==> src/design/assert_macros.svh <==
// assertion macros shared by the decoder modules
`ifndef ASSERT_MACROS_SVH
`define ASSERT_MACROS_SVH

// property checked on every clock edge outside reset
`define HDE_ASSERT(label, clk, rst, prop) \
   label: assert property (@(posedge clk) disable iff (rst) (prop)) \
      else $error("assertion failed");

// consequent checked on the edge after the antecedent
`define HDE_ASSERT_NEXT(label, clk, rst, ante, cons) \
   label: assert property (@(posedge clk) disable iff (rst) (ante) |=> (cons)) \
      else $error("assertion failed");

`endif

==> src/design/hde_pkg.sv <==
// types, constants and entity tables for the html entity decoder
package hde_pkg;

   localparam int HDE_QUEUE_DEPTH = 4;
   localparam int ENT_COUNT = 8;

   localparam logic [7:0] CH_AMP  = 8'h26;
   localparam logic [7:0] CH_HASH = 8'h23;
   localparam logic [7:0] CH_SEMI = 8'h3B;
   localparam logic [7:0] CH_ZERO = 8'h30;
   localparam logic [7:0] CH_NINE = 8'h39;
   localparam logic [7:0] NUM_SAT = 8'd128;
   localparam logic [7:0] NUM_MAX = 8'd127;
   localparam logic [7:0] REPL_RESET = 8'h3F;
   localparam logic [7:0] ALL_NAMES = 8'hFF;

   typedef enum logic [2:0] {
      MODE_IDLE    = 3'b001,
      MODE_NAMED   = 3'b010,
      MODE_NUMERIC = 3'b100
   } mode_type;

   // output work for one accepted byte: held text flush, then up to two literals
   typedef struct packed {
      logic       flush_en;
      logic [2:0] flush_ent;
      logic [2:0] flush_len;
      logic [1:0] lit_count;
      logic [7:0] lit0;
      logic [7:0] lit1;
      logic       last;
   } hde_desc_type;

   // nbsp amp lt gt quot copy raquo laquo, without the leading ampersand
   localparam logic [7:0] ENT_TEXT [ENT_COUNT][8] = '{
      '{8'h6E, 8'h62, 8'h73, 8'h70, 8'h3B, 8'h00, 8'h00, 8'h00},
      '{8'h61, 8'h6D, 8'h70, 8'h3B, 8'h00, 8'h00, 8'h00, 8'h00},
      '{8'h6C, 8'h74, 8'h3B, 8'h00, 8'h00, 8'h00, 8'h00, 8'h00},
      '{8'h67, 8'h74, 8'h3B, 8'h00, 8'h00, 8'h00, 8'h00, 8'h00},
      '{8'h71, 8'h75, 8'h6F, 8'h74, 8'h3B, 8'h00, 8'h00, 8'h00},
      '{8'h63, 8'h6F, 8'h70, 8'h79, 8'h3B, 8'h00, 8'h00, 8'h00},
      '{8'h72, 8'h61, 8'h71, 8'h75, 8'h6F, 8'h3B, 8'h00, 8'h00},
      '{8'h6C, 8'h61, 8'h71, 8'h75, 8'h6F, 8'h3B, 8'h00, 8'h00}
   };
   localparam logic [2:0] ENT_LEN [ENT_COUNT] = '{
      3'd5, 3'd4, 3'd3, 3'd3, 3'd5, 3'd5, 3'd6, 3'd6
   };
   localparam logic ENT_WIDE [ENT_COUNT] = '{
      1'b0, 1'b0, 1'b0, 1'b0, 1'b0, 1'b1, 1'b1, 1'b1
   };
   localparam logic [7:0] ENT_B0 [ENT_COUNT] = '{
      8'h20, 8'h26, 8'h3C, 8'h3E, 8'h22, 8'hC2, 8'hC2, 8'hC2
   };
   localparam logic [7:0] ENT_B1 [ENT_COUNT] = '{
      8'h00, 8'h00, 8'h00, 8'h00, 8'h00, 8'hA9, 8'hBB, 8'hAB
   };

   // lowest set candidate
   function automatic logic [2:0] first_set(input logic [ENT_COUNT-1:0] set);
      logic [2:0] idx;
      idx = '0;
      for (int k = ENT_COUNT - 1; k >= 0; k--) begin
         if (set[k]) begin
            idx = 3'(k);
         end
      end
      return idx;
   endfunction

endpackage

==> src/design/html_entity_decoder.sv <==
// top level of the streaming html entity decoder
//
//   channel   ports                                  handshake
//   request   req_in_byte, req_last                  push / full
//   response  rsp_out_byte, rsp_run_end,             empty / pop
//             rsp_string_end
//   csr       csr_data (replacement byte)            csr_valid / csr_ready
//
// a request byte is taken every cycle while the descriptor queue has room;
// the back end sends one decoded byte per cycle while the receiver keeps popping,
// so a byte that flushes held text (up to six bytes) holds the response side while
// those bytes go out, and the input stalls once the queue (QUEUE_DEPTH entries) fills.
// a decoded byte is registered in the queue and in the back end before it shows.
// synchronous reset returns to idle matching with replacement byte 0x3f.

module html_entity_decoder
   import hde_pkg::*;
#(
   parameter int QUEUE_DEPTH = HDE_QUEUE_DEPTH
) (
   input  logic       clock,
   input  logic       reset,
   input  logic       push,
   output logic       full,
   input  logic [7:0] req_in_byte,
   input  logic       req_last,
   output logic       empty,
   input  logic       pop,
   output logic [7:0] rsp_out_byte,
   output logic       rsp_run_end,
   output logic       rsp_string_end,
   input  logic       csr_valid,
   output logic       csr_ready,
   input  logic [7:0] csr_data
);

   logic         q_push, q_valid, q_pop;
   hde_desc_type push_desc, q_desc;

   assign csr_ready = 1'b1;

   hde_front u_front (
      .clock       (clock),
      .reset       (reset),
      .push        (push),
      .full        (full),
      .req_in_byte (req_in_byte),
      .req_last    (req_last),
      .csr_valid   (csr_valid && csr_ready),
      .csr_data    (csr_data),
      .q_push      (q_push),
      .q_desc      (push_desc)
   );

   hde_queue #(
      .DEPTH (QUEUE_DEPTH)
   ) u_queue (
      .clock     (clock),
      .reset     (reset),
      .push      (q_push),
      .push_desc (push_desc),
      .full      (full),
      .q_valid   (q_valid),
      .q_desc    (q_desc),
      .pop       (q_pop)
   );

   hde_back u_back (
      .clock          (clock),
      .reset          (reset),
      .q_valid        (q_valid),
      .q_desc         (q_desc),
      .q_pop          (q_pop),
      .empty          (empty),
      .pop            (pop),
      .rsp_out_byte   (rsp_out_byte),
      .rsp_run_end    (rsp_run_end),
      .rsp_string_end (rsp_string_end)
   );

endmodule

==> src/design/hde_front.sv <==
// front end: entity matching state and per-byte output descriptor
`include "assert_macros.svh"

module hde_front
   import hde_pkg::*;
(
   input  logic         clock,
   input  logic         reset,
   input  logic         push,
   input  logic         full,
   input  logic [7:0]   req_in_byte,
   input  logic         req_last,
   input  logic         csr_valid,
   input  logic [7:0]   csr_data,
   output logic         q_push,
   output hde_desc_type q_desc
);

   mode_type      mode_ff, mode_in;
   logic [2:0]    prefix_ff, prefix_in;
   logic [7:0]    cand_ff, cand_in;
   logic [7:0]    value_ff, value_in;
   logic [7:0]    repl_ff;
   logic          accept;
   logic [7:0]    ns;
   logic          done_found;
   logic [2:0]    done_ent;
   logic          digit;
   logic [10:0]   acc;
   logic [7:0]    acc_sat;
   hde_desc_type  desc;

   assign accept = push && !full;

   function automatic logic [7:0] value_byte(input logic [7:0] v, input logic [7:0] repl);
      return (v != 8'd0 && v <= NUM_MAX) ? v : repl;
   endfunction

   always_comb begin
      ns = '0;
      for (int k = 0; k < ENT_COUNT; k++) begin
         if (cand_ff[k] && prefix_ff < ENT_LEN[k] && ENT_TEXT[k][prefix_ff] == req_in_byte) begin
            ns[k] = 1'b1;
         end
      end
   end

   always_comb begin
      done_found = 1'b0;
      done_ent = '0;
      for (int k = ENT_COUNT - 1; k >= 0; k--) begin
         if (ns[k] && ENT_LEN[k] == prefix_ff + 3'd1) begin
            done_found = 1'b1;
            done_ent = 3'(k);
         end
      end
   end

   assign digit = req_in_byte >= CH_ZERO && req_in_byte <= CH_NINE;
   assign acc = {3'b000, value_ff} * 11'd10 + {7'b0000000, req_in_byte[3:0]};
   assign acc_sat = (acc > {3'b000, NUM_SAT}) ? NUM_SAT : acc[7:0];

   always_comb begin
      mode_in = mode_ff;
      prefix_in = prefix_ff;
      cand_in = cand_ff;
      value_in = value_ff;
      desc = '0;
      desc.last = req_last;
      unique case (mode_ff)
         MODE_IDLE: begin
            prefix_in = '0;
            cand_in = ALL_NAMES;
            value_in = '0;
            if (req_in_byte == CH_AMP) begin
               mode_in = MODE_NAMED;
            end else begin
               desc.lit0 = req_in_byte;
               desc.lit_count = 2'd1;
            end
         end
         MODE_NAMED: begin
            if (prefix_ff == 3'd0 && req_in_byte == CH_HASH) begin
               mode_in = MODE_NUMERIC;
               value_in = '0;
            end else if (ns == 8'd0) begin
               desc.flush_en = 1'b1;
               desc.flush_ent = first_set(cand_ff);
               desc.flush_len = prefix_ff;
               prefix_in = '0;
               cand_in = ALL_NAMES;
               value_in = '0;
               if (req_in_byte == CH_AMP) begin
                  mode_in = MODE_NAMED;
               end else begin
                  mode_in = MODE_IDLE;
                  desc.lit0 = req_in_byte;
                  desc.lit_count = 2'd1;
               end
            end else if (done_found) begin
               desc.lit0 = ENT_B0[done_ent];
               desc.lit1 = ENT_B1[done_ent];
               desc.lit_count = ENT_WIDE[done_ent] ? 2'd2 : 2'd1;
               mode_in = MODE_IDLE;
               prefix_in = '0;
               cand_in = ALL_NAMES;
               value_in = '0;
            end else begin
               prefix_in = prefix_ff + 3'd1;
               cand_in = ns;
            end
         end
         MODE_NUMERIC: begin
            if (digit) begin
               value_in = acc_sat;
            end else begin
               desc.lit0 = value_byte(value_ff, repl_ff);
               desc.lit_count = 2'd1;
               mode_in = MODE_IDLE;
               prefix_in = '0;
               cand_in = ALL_NAMES;
               value_in = '0;
               if (req_in_byte == CH_AMP) begin
                  mode_in = MODE_NAMED;
               end else if (req_in_byte != CH_SEMI) begin
                  desc.lit1 = req_in_byte;
                  desc.lit_count = 2'd2;
               end
            end
         end
         default: begin
            mode_in = MODE_IDLE;
            prefix_in = '0;
            cand_in = ALL_NAMES;
            value_in = '0;
         end
      endcase
      // end of string flushes whatever is pending
      if (req_last) begin
         if (mode_in == MODE_NAMED) begin
            if (prefix_in == 3'd0) begin
               if (desc.lit_count == 2'd0) begin
                  desc.lit0 = CH_AMP;
               end else begin
                  desc.lit1 = CH_AMP;
               end
               desc.lit_count = desc.lit_count + 2'd1;
            end else begin
               desc.flush_en = 1'b1;
               desc.flush_ent = first_set(cand_in);
               desc.flush_len = prefix_in;
            end
         end else if (mode_in == MODE_NUMERIC) begin
            desc.lit0 = value_byte(value_in, repl_ff);
            desc.lit_count = 2'd1;
         end
         mode_in = MODE_IDLE;
         prefix_in = '0;
         cand_in = ALL_NAMES;
         value_in = '0;
      end
   end

   assign q_push = accept && (desc.flush_en || desc.lit_count != 2'd0);
   assign q_desc = desc;

   always_ff @(posedge clock) begin
      if (reset) begin
         mode_ff <= MODE_IDLE;
         prefix_ff <= '0;
         cand_ff <= ALL_NAMES;
         value_ff <= '0;
      end else if (accept) begin
         mode_ff <= mode_in;
         prefix_ff <= prefix_in;
         cand_ff <= cand_in;
         value_ff <= value_in;
      end
   end

   always_ff @(posedge clock) begin
      if (reset) begin
         repl_ff <= REPL_RESET;
      end else if (csr_valid) begin
         repl_ff <= csr_data;
      end
   end

   `HDE_ASSERT_NEXT(last_returns_idle, clock, reset, accept && req_last, mode_ff == MODE_IDLE)
   `HDE_ASSERT(idle_state_clean, clock, reset,
      mode_ff == MODE_IDLE |-> prefix_ff == 3'd0 && cand_ff == ALL_NAMES && value_ff == 8'd0)

endmodule

==> src/design/hde_queue.sv <==
// short descriptor queue between front and back
`include "assert_macros.svh"

module hde_queue
   import hde_pkg::*;
#(
   parameter int DEPTH = HDE_QUEUE_DEPTH
) (
   input  logic         clock,
   input  logic         reset,
   input  logic         push,
   input  hde_desc_type push_desc,
   output logic         full,
   output logic         q_valid,
   output hde_desc_type q_desc,
   input  logic         pop
);

   localparam int PTR_W = (DEPTH > 1) ? $clog2(DEPTH) : 1;
   localparam int CNT_W = $clog2(DEPTH + 1);
   localparam logic [PTR_W-1:0] PTR_LAST = PTR_W'(DEPTH - 1);
   localparam logic [CNT_W-1:0] CNT_FULL = CNT_W'(DEPTH);

   hde_desc_type     mem [DEPTH];
   logic [PTR_W-1:0] wr_ptr_ff, rd_ptr_ff;
   logic [CNT_W-1:0] count_ff;
   logic             do_pop;

   assign full = count_ff == CNT_FULL;
   assign q_valid = count_ff != '0;
   assign q_desc = mem[rd_ptr_ff];
   assign do_pop = pop && q_valid;

   always_ff @(posedge clock) begin
      if (push) begin
         mem[wr_ptr_ff] <= push_desc;
      end
   end

   always_ff @(posedge clock) begin
      if (reset) begin
         wr_ptr_ff <= '0;
         rd_ptr_ff <= '0;
         count_ff <= '0;
      end else begin
         if (push) begin
            wr_ptr_ff <= (wr_ptr_ff == PTR_LAST) ? '0 : wr_ptr_ff + 1'b1;
         end
         if (do_pop) begin
            rd_ptr_ff <= (rd_ptr_ff == PTR_LAST) ? '0 : rd_ptr_ff + 1'b1;
         end
         if (push && !do_pop) begin
            count_ff <= count_ff + 1'b1;
         end else if (do_pop && !push) begin
            count_ff <= count_ff - 1'b1;
         end
      end
   end

   `HDE_ASSERT(no_push_when_full, clock, reset, push |-> !full)
   `HDE_ASSERT(empty_ptrs_agree, clock, reset, count_ff == '0 |-> wr_ptr_ff == rd_ptr_ff)

endmodule

==> src/design/hde_back.sv <==
// back end: expands descriptors into decoded bytes, one per cycle while the receiver keeps popping
`include "assert_macros.svh"

module hde_back
   import hde_pkg::*;
(
   input  logic         clock,
   input  logic         reset,
   input  logic         q_valid,
   input  hde_desc_type q_desc,
   output logic         q_pop,
   output logic         empty,
   input  logic         pop,
   output logic [7:0]   rsp_out_byte,
   output logic         rsp_run_end,
   output logic         rsp_string_end
);

   logic [2:0] cnt_ff;
   logic       rsp_valid_ff;
   logic [7:0] byte_ff;
   logic       run_end_ff, string_end_ff;
   logic [3:0] flush_count, total, cnt_wide, lit_idx;
   logic [2:0] text_idx;
   logic       fin, step;
   logic [7:0] cur_byte;

   assign flush_count = q_desc.flush_en ? {1'b0, q_desc.flush_len} + 4'd1 : 4'd0;
   assign total = flush_count + {2'b00, q_desc.lit_count};
   assign cnt_wide = {1'b0, cnt_ff};
   assign fin = cnt_wide == total - 4'd1;
   assign text_idx = cnt_ff - 3'd1;
   assign lit_idx = cnt_wide - flush_count;
   assign step = q_valid && (!rsp_valid_ff || pop);
   assign q_pop = step && fin;

   always_comb begin
      priority if (q_desc.flush_en && cnt_ff == 3'd0) begin
         cur_byte = CH_AMP;
      end else if (q_desc.flush_en && cnt_wide <= {1'b0, q_desc.flush_len}) begin
         cur_byte = ENT_TEXT[q_desc.flush_ent][text_idx];
      end else if (lit_idx == 4'd0) begin
         cur_byte = q_desc.lit0;
      end else begin
         cur_byte = q_desc.lit1;
      end
   end

   always_ff @(posedge clock) begin
      if (reset) begin
         cnt_ff <= '0;
         rsp_valid_ff <= 1'b0;
      end else begin
         if (step) begin
            cnt_ff <= fin ? 3'd0 : cnt_ff + 3'd1;
            rsp_valid_ff <= 1'b1;
         end else if (pop) begin
            rsp_valid_ff <= 1'b0;
         end
      end
   end

   always_ff @(posedge clock) begin
      if (step) begin
         byte_ff <= cur_byte;
         run_end_ff <= fin;
         string_end_ff <= fin && q_desc.last;
      end
   end

   assign empty = !rsp_valid_ff;
   assign rsp_out_byte = byte_ff;
   assign rsp_run_end = run_end_ff;
   assign rsp_string_end = string_end_ff;

   `HDE_ASSERT(cnt_within_entry, clock, reset, q_valid |-> cnt_wide < total)
   `HDE_ASSERT_NEXT(step_fills_output, clock, reset, step, rsp_valid_ff)

endmodule

==> config.mk <==
export PLATFORM = sky130hd
export DESIGN_NAME = html_entity_decoder
export DESIGN_NICKNAME = d
export VERILOG_FILES = /design/src/design/hde_pkg.sv /design/src/design/html_entity_decoder.sv /design/src/design/hde_front.sv /design/src/design/hde_queue.sv /design/src/design/hde_back.sv
export VERILOG_INCLUDE_DIRS = /design/src /design/src/design
export SDC_FILE = /design/constraint.sdc
export NUM_CORES = 1
export LEC_CHECK = 0
export ABC_AREA = 1
export BUFFER_PORTS_ARGS = -buffer_cell sky130_fd_sc_hd__buf_2
export CAP_MARGIN = 15
export CORE_MARGIN = 8
export CORE_UTILIZATION = 55
export CTS_BUF_LIST = sky130_fd_sc_hd__clkbuf_4 sky130_fd_sc_hd__clkbuf_8
export DETAILED_ROUTE_END_ITERATION = 8
export PLACE_DENSITY = 0.74
export SYNTH_ARGS = -nofsm -noshare
export SYNTH_HDL_FRONTEND = slang
export SYNTH_HIERARCHICAL = 1
export SYNTH_SLANG_ARGS = --single-unit
==> constraint.sdc <==
create_clock -name clock -period 4.7 [get_ports clock]
set_clock_uncertainty 0.1 [all_clocks]
set_input_delay 0.94 -clock clock [delete_from_list [all_inputs] [get_ports clock]]
set_output_delay 0.94 -clock clock [all_outputs]
set_load 0.01 [all_outputs]
==> results <==
- The run finished with clean final reports.
- The smallest hold slack is 398 ps.
- The effective utilization at floorplan is 55.6%.
- At the pin with the least slew margin, the transition time is 845 ps.
- The number of antenna violations at the first check in global routing is 0.
- The number of primary I/O pins is 35.
- The via count of the first global-routing pass is 9126.
- From bottom edge to top edge, the die measures 156 µm.
- The smallest clock period supported by the final layout is computed as 4330 ps.
- The die width is 156 µm.
- Of the cells placed in the final design, the portion with a size suffix greater than 1 is 14.8%.
- Along the worst path, the maximum fanout reaches 16.
- For this run, the detailed router's first-pass iteration total came to 5.
- IR analysis of the VDD net gives a maximum drop of 0.000233 V.
- STA classifies the critical path endpoint as a register.
- The hold path endpoint is u_front/value_ff[7].
- By count the netlist is led by nand2_1 (353), nor2_1 (162), inv_1 (145).
- The final-report max-slew violation count is 0.
- After synthesis, the share of flip-flops with an asynchronous set or reset is 0%.
- The average instance in the mapped netlist occupies 7.52 µm².
- edfxtp_1 takes more of the synthesized area than any other cell.
- The count of flip-flops with a built-in enable after synthesis is 114.
- The placer's final routability congestion estimate is 1.00.
- The design draws 5.60 mW.
- With fillers left out, the area of the finished cells amounts to 0.0119 mm².
- Setup repair after global routing left no endpoint under its margin.
- The number of hold-slack violations in the final timing report is 0.
- The number of maximum-capacitance violations is 0.
- The number of buffers added for setup after CTS is 0.
- The static leakage power is 5.35 nW.
- After clock tree synthesis, the clock-pin slew on the worst setup and hold paths is 100 ps.
- The area added between synthesis and finish is 11.0%.
- The power density relative to cell area is 471 mW/mm².
- The average via count per standard cell is 5.53.
- The post-synthesis instance area is 0.0107 mm².
- The number of nets produced by synthesis is 1499.
- The total grt overflow is 0.
- In this run, synthesis produced a sequential element count of 157.
- TritonCTS built the clock tree.
- In the final design database the tool counted 1562 nets.
- The critical path contains buffers and inverters numbering 6 combined.
- The H-tree depth is 4.
- The most used flip-flop cell after synthesis is edfxtp_1.
- Routed signal wires occupy layers up through met4.
- For this run, the number of Yosys warnings is 6.
- The worst reg-to-reg path cell count is 28.
- Counting every instance in the synthesized netlist gives 1424.
- The data required time of the critical path is 4950 ps.
- Entering global routing, the biggest net connects 30 pins.
- In this run, CTS created clock tree buffers numbering 17.
- The floorplan step defined a core boundary enclosing 0.0193 mm².
- Summed over all layers, the routed wires come to 28500 µm.
- No sink is reached through more buffers than the 2 on the longest clock path.
- The worst setup path is launched from a register.
- The full die area is 0.0242 mm².
- Once placement finished, the instance area stood at 0.0114 mm².
- The number of remaining DRC errors is 0.
- Of the synthesized area, sequential elements account for 40.0%.
- The worst slew margin relative to its limit is 43.6%.
- The reg-to-reg startpoint is u_front/prefix_ff[2].
- The most numerous cell on the critical path is nand2_1.
- The worst hold path begins at u_front/value_ff[7].
- The number of port buffers is 33.
- The data arrival time of the critical path is 4580 ps.
- The global router's overall resource usage is 23.7%.
- The largest incremental delay on the critical path is 380 ps.
- In this run the critical register-to-register path is captured at u_queue/count_ff[2].
- The number of DRC markers in iteration 0 is 841.
- The cell family with the largest share of critical-path delay is simple AND/OR/NAND/NOR gates.
- Yosys instantiated no cell more often than nand2_1.
- The tree is rooted in a clkbuf_8.
- After detailed routing, the wire length on met1 is 12100 µm.
- The slowest stage of the critical path is the fa_1 cell.
- The type of the most critical hold path is register to register.
- The clock latency on the worst-skew pair is 450 ps.
- The worst register-to-register path has a setup slack of 370 ps.
- Setup slack on the critical path of the routed design comes to 372 ps.
- The CTS sink count is 157.
- The critical setup path kind is register to register.
- In the final routed layout, each cell accounts on average for 16.2 µm.
- The antenna diode count is 0.
- The number of filler cells placed in the layout is 1788.
- Ranked by total cell area, the synthesized netlist is headed by edfxtp_1 (32%), nand2_1 (12%), dfxtp_1 (8.0%).
- Summed over all nets, wire length on met2 after detailed routing comes to 13900 µm.
- At the placement stage, the worst setup path has a slack of 87.2 ps.
- The number of different library cells used by synthesis comes to 51.
- Based on the critical path, the design can be clocked at up to 231 MHz.
- In this run the remaining antenna-violating nets after routing total 0.
- The first global-routing pass estimated 45900 µm of wire.
- The area share of the largest cell type after synthesis is 32.0%.
- The number of cells on the worst hold path is 2.
- Summed over all nets, the half-perimeter wirelength after detailed placement is 21600 µm.
- The final sum of negative setup slack is 0 ps.
- The wire length on met3 is 1410 µm.
- The floorplan has 51 rows.
- Detailed routing inserted a total of 9755 vias.
- The total of endpoints with negative setup slack in the final report is 0.
- After layout, the worst path uses 92.1% of the clock period.
==> metrics by stage <==
stage          std cells  util [%]
2_1_floorplan       1424         -
6_report            1765      61.7
5_1_grt             1765      61.7
3_5_place_dp        1732      59.2
4_1_cts             1764      61.4
3_3_place_gp        1732      59.2
==> sequential cells by signal (all words and copies together), names as in the netlist, named ones only <==
signal                 cells
u_back/rsp_out_byte        8
u_front/cand_ff            8
u_back/cnt_ff              3
u_queue/wr_ptr_ff          2
u_back/rsp_string_end      1
u_front/repl_ff            8
u_queue/mem              104
u_front/prefix_ff          3
u_queue/rd_ptr_ff          2
u_queue/count_ff           3
u_back/rsp_valid_ff        1
u_front/mode_ff            3
u_back/rsp_run_end         1
u_front/value_ff           8
==> report_power, final <==
part           leakage (nW)  internal, mW  switching, mW  total, mW
registers              1.42          1.76          0.104       1.86
logic                  3.72         0.944           1.76       2.71
clock network         0.208         0.499          0.533       1.03
==> cell families after synthesis <==
family	Yosys count	share of synthesized area, %
simple gates	748	31.0
compound gates	234	12.5
buf+inv	212	8.38
flops	157	40.0
fa+ha+maj	53	6.47
xor+xnor	18	1.47
other cells	1	0.0350
mux	1	0.0935
==> cells in the final DEF, fill, tap and decap left out, types with 4 or more instances in the layout <==
cell type,n
nand2_1,350
nor2_1,157
inv_1,145
nand3_1,129
edfxtp_1,114
o21ai_0,86
a21oi_1,50
buf_4,50
ha_1,47
dfxtp_1,42
buf_2,34
nand2_2,30
o22ai_1,29
o21ai_1,25
nand4_1,20
clkbuf_8,17
nor2_2,17
inv_2,16
o211ai_1,15
xor2_1,10
a31oi_1,10
nand3_2,9
nor3_1,9
xnor2_1,8
nor2_4,7
nand3b_1,6
nand2_4,6
buf_12,5
inv_6,4
a21oi_2,4
fa_1,4
==> worst max-delay path by stage <==
stage                               startpoint                   to  cells past startpoint  slack [ps]
after floorplan                 req_in_byte[5]  u_queue/count_ff[2]                     34         320
after global placement          req_in_byte[1]  u_queue/count_ff[2]                     31         170
after detailed placement        req_in_byte[5]  u_queue/count_ff[2]                     34          90
after CTS                 u_front/prefix_ff[1]  u_queue/count_ff[2]                     35         260
after global routing      u_front/prefix_ff[1]  u_queue/count_ff[2]                     34          30
final                     u_front/prefix_ff[2]  u_queue/count_ff[2]                     28         370
==> layout make-up <==
type / count / area, µm² / area share [%]
multi-input combinational: 1055 / 5570 / 46.8
sequential: 157 / 4290 / 36.1
timing repair buffer: 90 / 657 / 5.53
inverter: 166 / 631 / 5.30
tap: 265 / 332 / 2.79
clock buffer: 18 / 241 / 2.03
clock inverter: 14 / 174 / 1.46
==> timing repair <==
item	4_1_cts	5_1_grt
resized for setup	0	18
setup endpoints to repair	0	34
hold buffers	0	0
==> worst min-delay path, delay by kind of cell (launching register included) <==
family	cells	cell delay [ps]
AO/OA/AOI/OAI	1	60
AND/OR/NAND/NOR	1	70
flip-flops	1	340
==> routing by layer <==
metal	vias up	global-route usage [%]
met3	78	3.02
li1	4885	-
met4	0	9.43
met1	4451	28.9
met2	341	41.7
met5	-	0
(Power assumes the default switching activity.)
